File: config.mk
export PLATFORM = sky130hd
export DESIGN_NAME = wdf_sqrt
export DESIGN_NICKNAME = d
export VERILOG_FILES = /design/src/hdl/wdf_pkg.sv /design/src/hdl/wdf_sqrt.sv
export SDC_FILE = /design/constraint.sdc
export NUM_CORES = 2
export LEC_CHECK = 0
export BUFFER_PORTS_ARGS = -buffer_cell sky130_fd_sc_hd__buf_2
export CAP_MARGIN = 20
export CORE_ASPECT_RATIO = 0.8
export CORE_UTILIZATION = 40
export CTS_CLUSTER_DIAMETER = 120
export DETAILED_ROUTE_END_ITERATION = 10
export GPL_TIMING_DRIVEN = 0
export HOLD_SLACK_MARGIN = 0.1
export PLACE_DENSITY = 0.64
export SLEW_MARGIN = 20
export SYNTH_ARGS = -nofsm -noshare
export SYNTH_HDL_FRONTEND = slang
export SYNTH_SLANG_ARGS = --single-unit
export TNS_END_PERCENT = 1
File: constraint.sdc
create_clock -name clk -period 9.9 [get_ports clk]
set_input_delay 0.495 -clock clk [delete_from_list [all_inputs] [get_ports clk]]
set_output_delay 0.495 -clock clk [all_outputs]
set_load 0.03 [all_outputs]
File: src/hdl/wdf_pkg.sv
// Shared types and constants for the wind drag force pipeline.
// No dependencies.
package wdf_pkg;

  localparam int COORD_W = 24;
  localparam int DIFF_W  = COORD_W + 1;
  localparam int SQ_W    = 2 * DIFF_W;
  localparam int ROOT_W  = DIFF_W;
  localparam int GAIN_W  = 16;
  localparam int FORCE_W = 32;
  localparam int REG_W   = 32;
  localparam int ADDR_W  = 5;
  localparam int IDX_W   = 3;

  localparam logic [IDX_W-1:0] REG_CENTRE_X = 3'd0;
  localparam logic [IDX_W-1:0] REG_CENTRE_Y = 3'd1;
  localparam logic [IDX_W-1:0] REG_CENTRE_Z = 3'd2;
  localparam logic [IDX_W-1:0] REG_RADIUS   = 3'd3;
  localparam logic [IDX_W-1:0] REG_AIR_X    = 3'd4;
  localparam logic [IDX_W-1:0] REG_AIR_Y    = 3'd5;
  localparam logic [IDX_W-1:0] REG_AIR_Z    = 3'd6;
  localparam logic [IDX_W-1:0] REG_DRAG     = 3'd7;

  typedef logic signed [COORD_W-1:0] coord_t;
  typedef logic signed [DIFF_W-1:0]  diff_t;
  typedef logic        [SQ_W-1:0]    sq_t;
  typedef logic        [ROOT_W-1:0]  root_t;
  typedef logic        [GAIN_W-1:0]  gain_t;
  typedef logic signed [FORCE_W-1:0] force_t;

  typedef struct packed {
    logic  in_zone;
    diff_t rx;
    diff_t ry;
    diff_t rz;
  } tag_t;

endpackage

File: src/hdl/wdf_sqrt.sv
// Pipelined integer square root, one result bit per stage.
// Depends on wdf_pkg.
module wdf_sqrt (
  input  logic          clk,
  input  logic          rst_n,
  input  logic          vld_i,
  input  wdf_pkg::sq_t  rad_i,
  input  wdf_pkg::tag_t tag_i,
  output logic          vld_o,
  output wdf_pkg::root_t root_o,
  output wdf_pkg::tag_t tag_o
);
  import wdf_pkg::*;

  localparam int TW = SQ_W + 2;

  logic  vld_r  [0:ROOT_W];
  root_t root_r [0:ROOT_W];
  sq_t   rem_r  [0:ROOT_W];
  tag_t  tag_r  [0:ROOT_W];

  assign vld_r[0]  = vld_i;
  assign root_r[0] = '0;
  assign rem_r[0]  = rad_i;
  assign tag_r[0]  = tag_i;

  for (genvar g = 0; g < ROOT_W; g++) begin : g_stage
    localparam int B = ROOT_W - 1 - g;
    logic [TW-1:0] trial;
    logic          take;
    assign trial = (TW'(root_r[g]) << (B + 1)) + (TW'(1) << (2 * B));
    assign take  = TW'(rem_r[g]) >= trial;

    always_ff @(posedge clk) begin
      if (!rst_n) begin
        vld_r[g+1] <= 1'b0;
      end else begin
        vld_r[g+1] <= vld_r[g];
      end
    end

    always_ff @(posedge clk) begin
      tag_r[g+1] <= tag_r[g];
      if (take) begin
        rem_r[g+1]  <= rem_r[g] - trial[SQ_W-1:0];
        root_r[g+1] <= root_r[g] | (root_t'(1) << B);
      end else begin
        rem_r[g+1]  <= rem_r[g];
        root_r[g+1] <= root_r[g];
      end
    end
  end

  assign vld_o  = vld_r[ROOT_W];
  assign root_o = root_r[ROOT_W];
  assign tag_o  = tag_r[ROOT_W];

endmodule

# Yosys cells after proc, flatten, opt, wreduce, memory -nomap -nowiden
# Cells that the tools add are included.
[totals]
register_bits = 3750
input_bits = 129
output_inout_bits = 102
word_cells = 296
[op_classes]
add_sub_neg = 48
magnitude_cmp = 25
n_mux = 25
[ops]
columns = ["cell", "count"]
rows = [
  ["2-to-1 mux 50 bit", 24],
  ["adder 49 x 47 -> 50 bit (second input constant)", 1],
  [">= comparator 50 x 27 -> 1 bit", 1],
  [">= comparator 50 x 28 -> 1 bit", 1],
  [">= comparator 50 x 29 -> 1 bit", 1],
  [">= comparator 50 x 30 -> 1 bit", 1],
  [">= comparator 50 x 31 -> 1 bit", 1],
  [">= comparator 50 x 32 -> 1 bit", 1],
  [">= comparator 50 x 33 -> 1 bit", 1],
  [">= comparator 50 x 34 -> 1 bit", 1],
  [">= comparator 50 x 35 -> 1 bit", 1],
  [">= comparator 50 x 36 -> 1 bit", 1],
  [">= comparator 50 x 37 -> 1 bit", 1],
  [">= comparator 50 x 38 -> 1 bit", 1],
  [">= comparator 50 x 39 -> 1 bit", 1],
  [">= comparator 50 x 40 -> 1 bit", 1],
  [">= comparator 50 x 41 -> 1 bit", 1],
  [">= comparator 50 x 42 -> 1 bit", 1],
  [">= comparator 50 x 43 -> 1 bit", 1],
  [">= comparator 50 x 44 -> 1 bit", 1],
  [">= comparator 50 x 45 -> 1 bit", 1],
  [">= comparator 50 x 46 -> 1 bit", 1],
  [">= comparator 50 x 47 -> 1 bit", 1],
  [">= comparator 50 x 48 -> 1 bit", 1],
  ["other kinds (51)", 51],
]

# Depth between registers and ports, before layout
[logic_depth]
depth_word = 3
mapped_depth = 14
ltp_nobuf = 12

# Worst setup path after synthesis
# Ideal clock, no wire load.
[synth_path]
kind = "flip-flop to flip-flop"
startpoint = "register root_r[60] (netlist name)"
endpoint = "register rem_r[89] (netlist name)"
t_arrival_ns = 3.490
required_time_ns = 9.781
setup_slack_ns = 6.292
stages_incl_launch_ff = 13
path_buffers = 1
path_cell_list = "dfxtp_1 > inv_1 > ha_1 > a21o_1 > a21o_1 > or4_1 > a31o_1 > a2111oi_4 > o21bai_2 > or4b_1 > buf_2 > or4_4 > xnor2_2"
[synth_between]
elab_chain_len = 3
[synth_rtl]
columns = ["item", "line", "text"]
rows = [
  ["from (decl)", "wdf_sqrt.sv:18", "root_t root_r [0:ROOT_W];"],
  ["from (signal, indexed assignment)", "wdf_sqrt.sv:46", "root_r[g+1] <= root_r[g] | (root_t'(1) << B);"],
  ["from (signal, indexed assignment)", "wdf_sqrt.sv:49", "root_r[g+1] <= root_r[g];"],
  ["adder 27 x 3 -> 28 bit (*)", "wdf_sqrt.sv:31", "assign trial = (TW'(root_r[g]) << (B + 1)) + (TW'(1) << (2 * B));"],
  ["subtractor 50 x 28 -> 50 bit or >= comparator 50 x 28 -> 1 bit (tied branches)", "wdf_sqrt.sv:45, wdf_sqrt.sv:32", ""],
  ["2-to-1 mux 50 bit (*)", "wdf_sqrt.sv:44", "if (take) begin"],
  ["to (signal, indexed assignment)", "wdf_sqrt.sv:45", "rem_r[g+1] <= rem_r[g] - trial[SQ_W-1:0];"],
  ["to (signal, indexed assignment)", "wdf_sqrt.sv:48", "rem_r[g+1] <= rem_r[g];"],
  ["to (decl)", "wdf_sqrt.sv:19", "sq_t rem_r [0:ROOT_W];"],
]
# Mark *: on every way between the ends. The rest lies on a longest branch, timed or not.
# A chain may end at the register's enable or synchronous reset.

# Worst setup path after layout
[layout_path]
startpoint = "register root_r[169] (netlist name)"
endpoint = "register rem_r[299] (netlist name)"
[layout_between]
elab_chain_len = 3
[layout_rtl]
columns = ["item", "line", "text"]
rows = [
  ["adder 31 x 11 -> 32 bit", "wdf_sqrt.sv:31", ""],
  [">= comparator 50 x 32 -> 1 bit", "wdf_sqrt.sv:32", "assign take = TW'(rem_r[g]) >= trial;"],
  ["named net g_stage[19].take", "wdf_sqrt.sv:30", "logic take;"],
  ["2-to-1 mux 50 bit", "wdf_sqrt.sv:44", ""],
]
# The timed path passes the listed nets, and every way through them passes these cells.

==> summary.md <==
| Metric | Value |
|---|---|
| Post-synthesis async set-or-reset flop share | `0%` |
| Final hold viol count | `0` |
| Total power | `34.5 mW` |
| Initial Util | `40.4%` |
| Global route hottest layer | `met2` |
| Die ar. | `243,000 um2` |
| Initial antenna violation count | `3` |
| CTS tree | `yes` |
| P_sw | `9.19 mW` |
| # setup viols final | `0` |
| Flop pwr share | `49.3%` |
| Via count | `54,400` |
| Drt pass-1 iters | `6` |
| RSZ-0062 raised after global routing | `false` |
| Max Cap Violations | `0` |
| # IOs | `231` |
| LEAKAGE | `50.0 nW` |
| Met2 GRT Util | `22.4%` |
| Nets@finish | `8,879` |
| Switch share | `26.7%` |
| Drt total wl | `177,000 um` |
| # DRC | `0` |
| Critical Path RT | `10.61 ns` |
| # H-tree levels | `5` |
| Combinational power share | `14.3%` |
| Clk Latency, worst-skew pair | `0.85 ns` |
| Post-synth EDFFs | `0` |
| Finished Layout Cells | `11,800` |
| Die extent in y | `441 um` |
| Mapped Area | `96,500 um2` |
| Number of CTS-inserted buffers | `322` |
| Gpl congestion | `0.927` |
| Rel. slew slack | `30.3%` |
| Total GRT Usage | `14.2%` |
| Peak Freq | `222 MHz` |
| Placed instance count | `11,100` |
| Placed cell areas | `102,000 um2` |
| Largest net degree at the start of global routing | `19` |
| Share of post-route cells with drive strength above 1 | `10.7%` |
| PD cells | `303 nW/um2` |
| Setup Buffers After CTS | `0` |
| Int Pwr | `25.3 mW` |
| Syn_area_per_cell | `12.5 um2` |
| Final Skew | `0.0581 ns` |
| Worst Tran Pin Value | `1.02 ns` |
| Final ANT Viol Nets | `0` |
| Count of buffers from port buffering | `230` |
| Slew Viols, Final | `0` |
| Post-CTS Resized | `0` |
| Clock sink count | `3,450` |
| Total congestion overflow | `0` |
| Final HPWL DP | `126,000 um` |
| Rows | `160` |
| HP Class | `in -> reg` |
| Startpoint type of the worst setup path | `register` |
| Crit Path Category | `reg -> reg` |
| M1 GR Usage | `19.5%` |
| Clock power frac | `36.3%` |
| Global-route wire length before repair | `281,000 um` |
| Final Cell Area | `114,000 um2` |
| Core area | `239,000 um2` |
| VDD IR max | `177 uV` |
| Worst-path clk slew | `0.06 ns` |
| Clk buf depth | `4` |
| #FFs+latches synth | `3,450` |
| Synth warn | `0` |
| Status | `completed` |
| Distinct cell type count after synthesis | `85` |
| Syn-to-layout area delta | `18.1%` |
| Arrival time at the worst endpoint | `5.21 ns` |
| Setup TNS | `0 ns` |
| Met3 GRT Util | `2.78%` |
| Crit-path max FO | `10` |
| Ys flop type | `dfxtp_1` |
| Final critical-path required period | `4.50 ns` |
| Filler cell count | `21,100` |
| Syn nets | `8,195` |
| Post-DR vias/cell | `4.60` |
| DR iter-0 viols | `3,542` |
| Die width | `551 um` |
| Drt wl/cell | `14.9 um` |
| Vias in the first global route | `53,500` |
| Sequential area share after synthesis | `71.6%` |
| Synthesized netlist cell count | `7,720` |
| CP Capture Type | `register` |
| CTS Root Cell | `clkbuf_16` |
| Final Cycle Share | `45.4%` |
-- what timing repair did --
item	in CTS	in global routing
endpoints found under the hold margin	152	0
hold buffers	130	0
setup endpoints to repair	0	0
-- worst max-delay path, stage by stage, from the launching register on --
cell and delay, ns:
dfxtp_1 0.36, inv_1 0.05, ha_1 0.39, nand3_1 0.31, or4_1 0.52, nor4_1 0.64
nand4_1 0.27, nand2_1 0.14, or2_2 0.12, nor2_1 0.04, buf_2 0.23, inv_1 0.13
clkbuf_1 0.65, nand4_1 0.20, xnor2_1 0.33
-- power groups by stage --
stage	Clock, mW	Combinational (mW)	Sequential (mW)
finish	12.5	4.94	17.0
global route	13.5	5.52	17.2
CTS	12.9	4.91	17.0
detailed placement	0	4.83	17.3
global placement	0	4.75	17.2
floorplan	0	3.77	16.8
-- synthesized netlist by cell type (14+ instances only) --
master	number	area, um2
a2111oi_0	15	131
a211o_1	16	140
a211oi_1	39	293
a21boi_0	14	105
a21o_1	115	863
a21oi_1	291	1460
a31oi_1	34	213
and2_1	39	244
and3_1	27	169
buf_4	76	571
clkbuf_1	98	368
dfxtp_1	3450	69100
ha_1	346	4330
inv_1	430	1610
mux2_2	35	394
nand2_1	391	1470
nand2b_1	71	444
nand3_1	73	365
nand3b_1	18	135
nand4_1	93	582
nand4b_1	18	158
nor2_1	331	1240
nor2b_1	55	344
nor3_1	138	691
nor4_1	201	1260
nor4b_1	23	201
o211ai_1	20	150
o21a_1	54	405
o21ai_0	324	1620
o21bai_1	15	113
o31ai_1	25	188
or2_2	31	194
or3_1	65	407
or4_1	55	413
xnor2_1	245	2150
xor2_1	286	2500
-- flip-flops by register name, indices dropped and copies added (netlist names) --
name / count
tag_r: 1824
rem_r: 1200
root_r: 300
tag_o: 76
root_o: 25
vld_r: 24
vld_o: 1
-- cells in the final DEF (no fill, tap or decap), types with 31 or more instances in the layout --
cell and instances:
dfxtp_1 3450, inv_1 430, nand2_1 391, ha_1 346, nor2_1 331, clkbuf_16 327
o21ai_0 324, a21oi_1 291, xor2_1 286, xnor2_1 245, buf_2 234, nor4_1 200
clkbuf_1 151, nor3_1 138, dlygate4sd3_1 130, a21o_1 115, nand4_1 93, buf_4 76
nand3_1 73, nand2b_1 71, or3_1 65, or4_1 55, nor2b_1 55, o21a_1 54
clkbuf_8 52, clkinv_2 45, a211oi_1 39, and2_1 39, mux2_2 35, a31oi_1 34
bufinv_16 34, or2_2 31
-- kinds of logic after synthesis --
family	count (synthesis)	synth area share, %
flops	3450	71.6
compound gates	1073	6.96
xor+xnor	532	4.84
mux	46	0.523
simple gates	1658	8.90
buf+inv	615	2.69
fa+ha+maj	346	4.49
-- per-layer routing --
| layer | up-vias | part of all wire [%] |
|---|---|---|
| li1 | 27400 | - |
| met5 | - | 0.0096 |
| met4 | 2 | 3.1 |
| met2 | 1389 | 43 |
| met1 | 25200 | 49 |
| met3 | 390 | 5.7 |
-- through the flow --
step                      util, %  setup WS (ns)  hold WS [ns]
final                        47.7           5.40         0.267
after global routing         47.7           5.16         0.199
after floorplan                 -           6.29         0.310
after CTS                    47.7           5.29         0.167
after detailed placement     42.6           5.34         0.312
after global placement       42.6           5.37         0.309
-- path summary, 6_finish.rpt --
| check | start | end | slack [ns] | cells after the start |
|---|---|---|---|---|
| worst min register to register | tag_r[384] | tag_r[308] | 0.28 | 0 |
| worst max register to register | root_r[169] | rem_r[299] | 5.40 | 14 |
| worst max-delay path | root_r[169] | rem_r[299] | 5.40 | 14 |
| worst min-delay path | tag_i[19] | tag_r[1843] | 0.27 | 2 |
-- layout make-up --
cell class	count	area, um2	area share [%]
Antenna cell	4	10.0	0.00879
Buffer	183	977	0.858
Clock buffer	432	9100	7.99
Clock inverter	144	1930	1.70
Inverter	432	1620	1.42
Multi-Input combinational cell	3655	24800	21.8
Sequential cell	3450	69100	60.6
Tap cell	3159	3950	3.47
Timing Repair Buffer	360	2450	2.15
Note: power is estimated with default switching activity, not from simulation.
